`config.mk`:
```
export PLATFORM = sky130hd
export DESIGN_NAME = multipart_path_length_flat
export DESIGN_NICKNAME = d
export VERILOG_FILES = /design/src/mpl_pkg.sv /design/src/mpl_req_if.sv /design/src/mpl_rsp_if.sv /design/src/mpl_ctrl.sv /design/src/mpl_datapath.sv /design/src/multipart_path_length.sv /design/src/flat_wrapper.sv
export VERILOG_INCLUDE_DIRS = /design/src /design/src/src
export SDC_FILE = /design/constraint.sdc
export NUM_CORES = 2
export LEC_CHECK = 0
export BUFFER_PORTS_ARGS = -buffer_cell sky130_fd_sc_hd__buf_2
export CAP_MARGIN = 5
export CORE_MARGIN = 8
export CORE_UTILIZATION = 50
export DETAILED_ROUTE_END_ITERATION = 10
export MAX_ROUTING_LAYER = met4
export PLACE_DENSITY = 0.66
export REMOVE_ABC_BUFFERS = 1
export SLEW_MARGIN = 20
export SYNTH_ARGS = -nofsm -noshare
export SYNTH_HDL_FRONTEND = slang
export SYNTH_SLANG_ARGS = --single-unit
export TNS_END_PERCENT = 20
```
`constraint.sdc`:
```
create_clock -name clock -period 10.27 [get_ports clock]
set_input_delay 1.027 -clock clock [delete_from_list [all_inputs] [get_ports clock]]
set_output_delay 1.027 -clock clock [all_outputs]
set_load 0.02 [all_outputs]
```
`src/multipart_path_length_defines.svh`:
```
// Assertion macros for the polyline length RTL
`ifndef MULTIPART_PATH_LENGTH_DEFINES_SVH
`define MULTIPART_PATH_LENGTH_DEFINES_SVH

// Same-cycle implication, disabled during reset
`define MPL_ASSERT_IMPL(label, clk, rst, ante, cons) \
   label: assert property (@(posedge clk) disable iff (rst) (ante) |-> (cons)) \
      else $error("mpl assertion failed");

// Next-cycle implication, disabled during reset
`define MPL_ASSERT_NEXT(label, clk, rst, ante, cons) \
   label: assert property (@(posedge clk) disable iff (rst) (ante) |=> (cons)) \
      else $error("mpl assertion failed");

`endif

```
`src/mpl_pkg.sv`:
```
// Shared constants, types and controller encodings for the polyline length block
package mpl_pkg;

   localparam int COORD_WIDTH    = 20;
   localparam int SUM_WIDTH      = 48;
   localparam int ABS_WIDTH      = COORD_WIDTH;
   localparam int SQ_WIDTH       = 2 * ABS_WIDTH;
   localparam int SQSUM_WIDTH    = SQ_WIDTH + 1;
   localparam int ROOT_WIDTH     = ABS_WIDTH + 1;
   localparam int RAD_WIDTH      = 2 * ROOT_WIDTH;
   localparam int REM_WIDTH      = ROOT_WIDTH + 2;
   localparam int STEP_CNT_WIDTH = $clog2(ROOT_WIDTH);

   typedef enum logic [2:0] {
      ST_IDLE,
      ST_SQUARE,
      ST_SUMSQ,
      ST_ROOT,
      ST_ACCUM,
      ST_EMIT
   } state_type;

   typedef struct packed {
      logic load_item;
      logic square;
      logic init_root;
      logic root_step;
      logic accumulate;
      logic emit;
   } cmd_type;

   typedef struct packed {
      logic segment;
      logic last;
      logic root_done;
      logic out_free;
   } status_type;

endpackage

```
`src/mpl_req_if.sv`:
```
// Vertex channel: valid/ready handshake with point payload
interface mpl_req_if
   import mpl_pkg::*;
();
   logic                          valid;
   logic                          ready;
   logic signed [COORD_WIDTH-1:0] point_x;
   logic signed [COORD_WIDTH-1:0] point_y;
   logic                          part_start;
   logic                          last_point;

   modport source (output valid, output point_x, output point_y, output part_start,
                   output last_point, input ready);
   modport sink   (input valid, input point_x, input point_y, input part_start,
                   input last_point, output ready);
endinterface

```
`src/mpl_rsp_if.sv`:
```
// Result channel: valid/ready handshake with total length payload
interface mpl_rsp_if
   import mpl_pkg::*;
();
   logic                 valid;
   logic                 ready;
   logic [SUM_WIDTH-1:0] total_length;
   logic                 length_saturated;

   modport source (output valid, output total_length, output length_saturated,
                   input ready);
   modport sink   (input valid, input total_length, input length_saturated,
                   output ready);
endinterface

```
`src/mpl_ctrl.sv`:
```
// Controller state machine sequencing square, root iteration, accumulate and emit
module mpl_ctrl
   import mpl_pkg::*;
(
   input  logic       clock,
   input  logic       reset,
   input  logic       req_valid,
   output logic       req_ready,
   input  status_type status,
   output cmd_type    cmd
);

   state_type state_ff;
   state_type state_in;

   always_ff @(posedge clock) begin
      if (reset) begin
         state_ff <= ST_IDLE;
      end else begin
         state_ff <= state_in;
      end
   end

   always_comb begin
      state_in = state_ff;
      unique case (state_ff)
         ST_IDLE: begin
            if (req_valid) begin
               state_in = ST_SQUARE;
            end
         end
         ST_SQUARE: begin
            if (status.segment) begin
               state_in = ST_SUMSQ;
            end else if (status.last) begin
               state_in = ST_EMIT;
            end else begin
               state_in = ST_IDLE;
            end
         end
         ST_SUMSQ: begin
            state_in = ST_ROOT;
         end
         ST_ROOT: begin
            if (status.root_done) begin
               state_in = ST_ACCUM;
            end
         end
         ST_ACCUM: begin
            state_in = status.last ? ST_EMIT : ST_IDLE;
         end
         ST_EMIT: begin
            if (status.out_free) begin
               state_in = ST_IDLE;
            end
         end
         default: begin
            state_in = ST_IDLE;
         end
      endcase
   end

   always_comb begin
      req_ready      = (state_ff == ST_IDLE);
      cmd            = '0;
      cmd.load_item  = (state_ff == ST_IDLE) && req_valid;
      cmd.square     = (state_ff == ST_SQUARE);
      cmd.init_root  = (state_ff == ST_SUMSQ);
      cmd.root_step  = (state_ff == ST_ROOT);
      cmd.accumulate = (state_ff == ST_ACCUM);
      cmd.emit       = (state_ff == ST_EMIT) && status.out_free;
   end

endmodule

```
`src/mpl_datapath.sv`:
```
// Datapath: vertex deltas, squares, bit-pair square root, saturating sum, result register
`include "multipart_path_length_defines.svh"

module mpl_datapath
   import mpl_pkg::*;
(
   input  logic                          clock,
   input  logic                          reset,
   input  logic signed [COORD_WIDTH-1:0] point_x,
   input  logic signed [COORD_WIDTH-1:0] point_y,
   input  logic                          part_start,
   input  logic                          last_point,
   input  cmd_type                       cmd,
   output status_type                    status,
   input  logic                          rsp_ready,
   output logic                          rsp_valid,
   output logic [SUM_WIDTH-1:0]          total_length,
   output logic                          length_saturated
);

   localparam logic [SUM_WIDTH-1:0] SUM_MAX = {SUM_WIDTH{1'b1}};
   localparam logic [STEP_CNT_WIDTH-1:0] LAST_STEP = STEP_CNT_WIDTH'(ROOT_WIDTH - 1);

   logic [COORD_WIDTH-1:0]    prev_x_ff, prev_y_ff;
   logic                      have_prev_ff, have_prev_in;
   logic                      segment_ff, last_ff;
   logic [ABS_WIDTH-1:0]      abs_x_ff, abs_y_ff;
   logic [SQ_WIDTH-1:0]       sq_x_ff, sq_y_ff;
   logic [RAD_WIDTH-1:0]      rad_ff, rad_in;
   logic [REM_WIDTH-1:0]      rem_ff, rem_in;
   logic [ROOT_WIDTH-1:0]     root_ff, root_in;
   logic [STEP_CNT_WIDTH-1:0] step_cnt_ff, step_cnt_in;
   logic [SUM_WIDTH-1:0]      sum_ff, sum_in;
   logic                      clamp_ff, clamp_in;
   logic [SUM_WIDTH-1:0]      out_total_ff;
   logic                      out_sat_ff;
   logic                      out_valid_ff, out_valid_in;

   logic signed [COORD_WIDTH:0] diff_x, diff_y, neg_x, neg_y;
   logic [ABS_WIDTH-1:0]        abs_x_in, abs_y_in;
   logic [SQ_WIDTH-1:0]         sq_x_in, sq_y_in;
   logic [SQSUM_WIDTH-1:0]      sqsum;
   logic [REM_WIDTH-1:0]        rem_shift, trial;
   logic [SUM_WIDTH:0]          sum_ext;
   logic                        out_free;

   assign diff_x   = $signed({point_x[COORD_WIDTH-1], point_x})
                   - $signed({prev_x_ff[COORD_WIDTH-1], prev_x_ff});
   assign diff_y   = $signed({point_y[COORD_WIDTH-1], point_y})
                   - $signed({prev_y_ff[COORD_WIDTH-1], prev_y_ff});
   assign neg_x    = -diff_x;
   assign neg_y    = -diff_y;
   assign abs_x_in = diff_x[COORD_WIDTH] ? neg_x[ABS_WIDTH-1:0] : diff_x[ABS_WIDTH-1:0];
   assign abs_y_in = diff_y[COORD_WIDTH] ? neg_y[ABS_WIDTH-1:0] : diff_y[ABS_WIDTH-1:0];

   assign sq_x_in = abs_x_ff * abs_x_ff;
   assign sq_y_in = abs_y_ff * abs_y_ff;
   assign sqsum   = {1'b0, sq_x_ff} + {1'b0, sq_y_ff};

   assign rem_shift = {rem_ff[REM_WIDTH-3:0], rad_ff[RAD_WIDTH-1 -: 2]};
   assign trial     = {root_ff, 2'b01};
   assign sum_ext   = {1'b0, sum_ff} + {{(SUM_WIDTH + 1 - ROOT_WIDTH){1'b0}}, root_ff};
   assign out_free  = !out_valid_ff || rsp_ready;

   always_comb begin
      rad_in      = rad_ff;
      rem_in      = rem_ff;
      root_in     = root_ff;
      step_cnt_in = step_cnt_ff;
      if (cmd.init_root) begin
         rad_in      = RAD_WIDTH'(sqsum);
         rem_in      = '0;
         root_in     = '0;
         step_cnt_in = '0;
      end else if (cmd.root_step) begin
         rad_in      = rad_ff << 2;
         step_cnt_in = step_cnt_ff + 1'b1;
         if (rem_shift >= trial) begin
            rem_in  = rem_shift - trial;
            root_in = {root_ff[ROOT_WIDTH-2:0], 1'b1};
         end else begin
            rem_in  = rem_shift;
            root_in = {root_ff[ROOT_WIDTH-2:0], 1'b0};
         end
      end
   end

   always_comb begin
      sum_in       = sum_ff;
      clamp_in     = clamp_ff;
      have_prev_in = have_prev_ff;
      out_valid_in = out_valid_ff && !rsp_ready;
      if (cmd.load_item) begin
         have_prev_in = 1'b1;
      end
      if (cmd.accumulate) begin
         if (sum_ext[SUM_WIDTH]) begin
            sum_in   = SUM_MAX;
            clamp_in = 1'b1;
         end else begin
            sum_in = sum_ext[SUM_WIDTH-1:0];
         end
      end
      if (cmd.emit) begin
         sum_in       = '0;
         clamp_in     = 1'b0;
         have_prev_in = 1'b0;
         out_valid_in = 1'b1;
      end
   end

   always_ff @(posedge clock) begin
      if (reset) begin
         prev_x_ff    <= '0;
         prev_y_ff    <= '0;
         have_prev_ff <= 1'b0;
         sum_ff       <= '0;
         clamp_ff     <= 1'b0;
         out_valid_ff <= 1'b0;
      end else begin
         have_prev_ff <= have_prev_in;
         sum_ff       <= sum_in;
         clamp_ff     <= clamp_in;
         out_valid_ff <= out_valid_in;
         if (cmd.load_item) begin
            prev_x_ff <= point_x;
            prev_y_ff <= point_y;
         end
      end
   end

   always_ff @(posedge clock) begin
      if (cmd.load_item) begin
         abs_x_ff   <= abs_x_in;
         abs_y_ff   <= abs_y_in;
         segment_ff <= !part_start && have_prev_ff;
         last_ff    <= last_point;
      end
      if (cmd.square) begin
         sq_x_ff <= sq_x_in;
         sq_y_ff <= sq_y_in;
      end
      rad_ff      <= rad_in;
      rem_ff      <= rem_in;
      root_ff     <= root_in;
      step_cnt_ff <= step_cnt_in;
      if (cmd.emit) begin
         out_total_ff <= sum_ff;
         out_sat_ff   <= clamp_ff;
      end
   end

   always_comb begin
      status           = '0;
      status.segment   = segment_ff;
      status.last      = last_ff;
      status.root_done = (step_cnt_ff == LAST_STEP);
      status.out_free  = out_free;
   end

   assign rsp_valid        = out_valid_ff;
   assign total_length     = out_total_ff;
   assign length_saturated = out_sat_ff;

   `MPL_ASSERT_IMPL(a_clamp_at_max, clock, reset, clamp_ff, sum_ff == SUM_MAX)
   `MPL_ASSERT_NEXT(a_sum_grows, clock, reset, cmd.accumulate, sum_ff >= $past(sum_ff))
   `MPL_ASSERT_NEXT(a_emit_clears, clock, reset, cmd.emit,
                    out_valid_ff && sum_ff == '0 && !clamp_ff && !have_prev_ff)

endmodule

```
`src/multipart_path_length.sv`:
```
// Top level of the multi-part polyline length accumulator
//
// Usage: vertices enter on req_port (valid/ready), each with signed Q16.4 point_x and
// point_y, part_start marking the first vertex of a part and last_point marking the
// final vertex of the shape. Within a part, each vertex after the first adds the
// truncated Euclidean distance to the previous vertex to a 48-bit running sum.
// On last_point one transaction leaves on rsp_port: total_length (unsigned Q44.4) and
// length_saturated, set when the sum clamped at its maximum.
// Sequencing: a new vertex is accepted only once the previous one is finished.
// A vertex that closes a segment passes through the deltas, the squares, their sum,
// the bit-pair square root and the add; a vertex that opens a part passes through
// the deltas and the squares only; a last vertex adds an emit step. The square root
// iteration is the longest step. Result: rsp_valid rises after the emit step that
// follows a last vertex, which waits until the output register is free.
// Results sit in an output register; a stalled receiver blocks the block only when a
// second result is ready while the first is still held.
// Reset: synchronous, active high; clears the previous vertex, the sum and the flag.
module multipart_path_length
   import mpl_pkg::*;
(
   input  logic         clock,
   input  logic         reset,
   mpl_req_if.sink      req_port,
   mpl_rsp_if.source    rsp_port
);

   cmd_type    cmd;
   status_type status;

   mpl_ctrl u_ctrl (
      .clock     (clock),
      .reset     (reset),
      .req_valid (req_port.valid),
      .req_ready (req_port.ready),
      .status    (status),
      .cmd       (cmd)
   );

   mpl_datapath u_datapath (
      .clock            (clock),
      .reset            (reset),
      .point_x          (req_port.point_x),
      .point_y          (req_port.point_y),
      .part_start       (req_port.part_start),
      .last_point       (req_port.last_point),
      .cmd              (cmd),
      .status           (status),
      .rsp_ready        (rsp_port.ready),
      .rsp_valid        (rsp_port.valid),
      .total_length     (rsp_port.total_length),
      .length_saturated (rsp_port.length_saturated)
   );

endmodule

```
`src/flat_wrapper.sv`:
```
// flat-port wrapper written by rule: the top's interface ports become plain ports
module multipart_path_length_flat import mpl_pkg::*;
  (clock, reset, req_port_valid, req_port_point_x, req_port_point_y, req_port_part_start, req_port_last_point, req_port_ready, rsp_port_valid, rsp_port_total_length, rsp_port_length_saturated, rsp_port_ready);
  mpl_req_if req_port_i ();
  mpl_rsp_if rsp_port_i ();
  input  logic clock;
  input  logic reset;
  input wire logic [$bits(req_port_i.valid)-1:0] req_port_valid;
  input wire logic [$bits(req_port_i.point_x)-1:0] req_port_point_x;
  input wire logic [$bits(req_port_i.point_y)-1:0] req_port_point_y;
  input wire logic [$bits(req_port_i.part_start)-1:0] req_port_part_start;
  input wire logic [$bits(req_port_i.last_point)-1:0] req_port_last_point;
  output wire logic [$bits(req_port_i.ready)-1:0] req_port_ready;
  output wire logic [$bits(rsp_port_i.valid)-1:0] rsp_port_valid;
  output wire logic [$bits(rsp_port_i.total_length)-1:0] rsp_port_total_length;
  output wire logic [$bits(rsp_port_i.length_saturated)-1:0] rsp_port_length_saturated;
  input wire logic [$bits(rsp_port_i.ready)-1:0] rsp_port_ready;
  assign req_port_i.valid = req_port_valid;
  assign req_port_i.point_x = req_port_point_x;
  assign req_port_i.point_y = req_port_point_y;
  assign req_port_i.part_start = req_port_part_start;
  assign req_port_i.last_point = req_port_last_point;
  assign req_port_ready = req_port_i.ready;
  assign rsp_port_valid = rsp_port_i.valid;
  assign rsp_port_total_length = rsp_port_i.total_length;
  assign rsp_port_length_saturated = rsp_port_i.length_saturated;
  assign rsp_port_i.ready = rsp_port_ready;
  multipart_path_length u_core (.clock(clock), .reset(reset), .req_port(req_port_i), .rsp_port(rsp_port_i));
endmodule
```
==> reports/qor.yml <==
critPathSlowestCell: "edfxtp_1"
end_kind: "flop"
clock_latency_ns: 0.57
htreeDepth: 2
fin_crit_sh: 0.776
drv_slew: 0
row_count: 105
tightest_slew_ns: 1.09
status: "completed"
crit_path_frequent_cell: "fa_1"
firstDrtPassIters: 5
gp_congestion: 0.876
synth_area_per_cell_sq_um: 9.53
min_from: "u_core.u_datapath.clamp_ff"
cts_setup_buffers: 0
worstPathMaxFanout: 21
grt_util_met2: 0.362
worstPathCellList: "nand2_1 > fa_1 > fa_1 > fa_1 > fa_1 > inv_1 > fa_1 > fa_1 > inv_1 > fa_1 > inv_1 > ha_1 > a21o_1 > a21o_1 > a221oi_1 > o21ai_0 > a31oi_1 > o31ai_1 > nor3b_1 > o31a_1 > o21ai_0 > o21ai_0 > xor2_1"
grt_max_degree: 80
place_hpwl_um: 69400
cts_made_buffers: 41
cts.path.max_buffers: 3
criticalPathCategory: "reg2reg"
io_pins: 97
met1_usage: 0.253
die-area_sq_um: 91500
vias_per_cell: 5.29
wl_per_cell_um: 16.2
final.fill_count: 7494
cp.required_ns: 10.56
grt.busiest_layer: "met2"
syn_to_final_growth_pct: 7.07
synth-main-ff-cell: "edfxtp_1"
use_met3: 0.0240
seq_area_sq_um: 9150
port_buffers: 96
nets: 5382
drive_gt1_frac: 0.0541
drtIter0Drc: 1157
synth_seq_area_share: 0.223
grt_antenna_before_repair: 0
grt_pass1_vias: 30702
clock_skew_ns: 0.0253
fp.dieW_um: 303
syn_inst: 4308
max_cap_viol_count: 0
gr-usage-all-layers: 0.205
vias: 28824
multi_input_area_sq_um: 28400
cts_sinks: 352
remaining_drc_errors: 0
grt_overflow: 0
synth.cell_area_sq_um: 41100
worst_hold_slack_ns: 0.439
fmax_mhz: 125
fp.dieH_um: 303
setup_tns_ns: 0
cts_resized: 0
synth-seq-cells: 352
pre_cts_ws_ns: 2.35
post-route-min-period_ns: 7.97
startpoint: "u_core.u_datapath.abs_y_ff[8]"
async_reset_ff_frac: 0
worstPathArrival_ns: 8.26
synth_warnings: 0
hold_violations: 0
wl_um: 88300
start_util: 0.502
reg2reg_from: "u_core.u_datapath.abs_y_ff[8]"
grt_pass1_wl_um: 151000
mostFrequentLayoutCell: "inv_1"
coreArea_sq_um: 81700
ant_nets: 0
cts-root-buf: "clkbuf_16"
path_clk_slew_ns: 0.06
finalWorstSetupSlack_ns: 2.30
slew_headroom: 0.276
cts_tree: "built"
max_stage_delay_ns: 0.93
rsz0062_at_grt: "no"
diodes: 0
hp-class: "reg2reg"
synth_edf_count: 210
cp-start-kind: "flop"
cts-hold-fix-buffers: 0
synth.distinct_cells: 78
most-common-layout-cells: "inv_1, fa_1, nand2_1"
setup_viol: 0
## registers in the layout, indices dropped and copies added (netlist names), 3 cells and up
signal                          flops
u_core.u_datapath.root_ff          21
u_core.u_datapath.rad_ff           42
u_core.u_datapath.rem_ff           21
u_core.u_datapath.sum_ff           48
u_core.u_datapath.sq_x_ff          39
u_core.u_datapath.abs_y_ff         20
u_core.u_datapath.sq_y_ff          39
u_core.u_ctrl.state_ff              3
u_core.u_datapath.step_cnt_ff       5
u_core.u_datapath.prev_y_ff        20
u_core.u_datapath.total_length     48
u_core.u_datapath.prev_x_ff        20
u_core.u_datapath.abs_x_ff         20
## logic make-up (layout without fill, tap and decap cells)
family          Yosys count  after routing  share of synthesized area
buf+inv                 938           1007                     0.0858
compound gates          737            737                      0.110
fa+ha+maj               991            991                      0.404
flops                   352            352                      0.223
mux                      18             18                    0.00454
simple gates           1017           1017                      0.118
xor+xnor                255            255                     0.0544
## final timing paths
| path | endpoint | slack (ns) | cells after the start |
|---|---|---|---|
| worst min register to register | u_core.u_datapath.length_saturated | 0.44 | 0 |
| worst min-delay path | u_core.u_datapath.length_saturated | 0.44 | 0 |
| worst max-delay path | u_core.u_datapath.sq_y_ff[38] | 2.30 | 23 |
| worst max register to register | u_core.u_datapath.sq_y_ff[38] | 2.30 | 23 |
## critical path: cells and delay by family, from the launching register on
family / cells / cell delay (ns)
compound gates: 9 / 1.98
xor+xnor: 1 / 0.16
fa+ha+maj: 8 / 3.98
buf+inv: 3 / 0.15
flops: 1 / 0.93
simple gates: 2 / 0.49
## metal layers
| metal | up-vias | part of all wire |
|---|---|---|
| met2 | 568 | 0.50 |
| met4 | 0 | 0.022 |
| li1 | 14067 | - |
| met1 | 14052 | 0.43 |
| met3 | 137 | 0.047 |
| met5 | - | 0 |
## synth_stat cells, drive strengths merged, types with 6 or more instances
master  instances  area (sq um)
inv           802          3010
fa            559         11200
nand2         461          1730
ha            432          5410
a21oi         240          1200
edfxtp        210          6310
o21ai         199           996
and2          154           963
xnor2         154          1350
dfxtp         142          2840
clkbuf        133           499
nor2          131           492
xor2          101           885
a21o           94           707
nand3          72           365
nor3           42           210
nor2b          33           214
nand2b         28           175
o21bai         27           203
a31oi          26           163
nand4          22           138
a211oi         19           148
o21a           18           135
and3           17           106
o31ai          17           128
mux2i          13           130
and4           11          96.3
o211ai         11          82.6
or2            11          68.8
a31o           10          87.6
a311oi          9          78.8
a221oi          8          70.1
nor4            7          58.8
o41ai           7          61.3
a41oi           6          52.6
## per-stage QoR
step           instance area [sq um]   util  std cells
2_1_floorplan                  40500      -       4173
5_1_grt                        44000  0.538       5447
3_3_place_gp                   42600  0.522       5372
3_5_place_dp                   42600  0.522       5372
6_report                       44000  0.538       5447
4_1_cts                        44000  0.538       5447
## cell type report
class,instances,area share
sequential,352,0.208
inverter,803,0.0686
tap,1070,0.0305
clock buffer,53,0.0260
timing repair buffer,129,0.0166
multi-input combinational,3018,0.646
clock inverter,22,0.00401
Power is left out: the tool's default activity adds up to more than one toggle a clock period on the data nets, which glitch-free logic cannot reach.
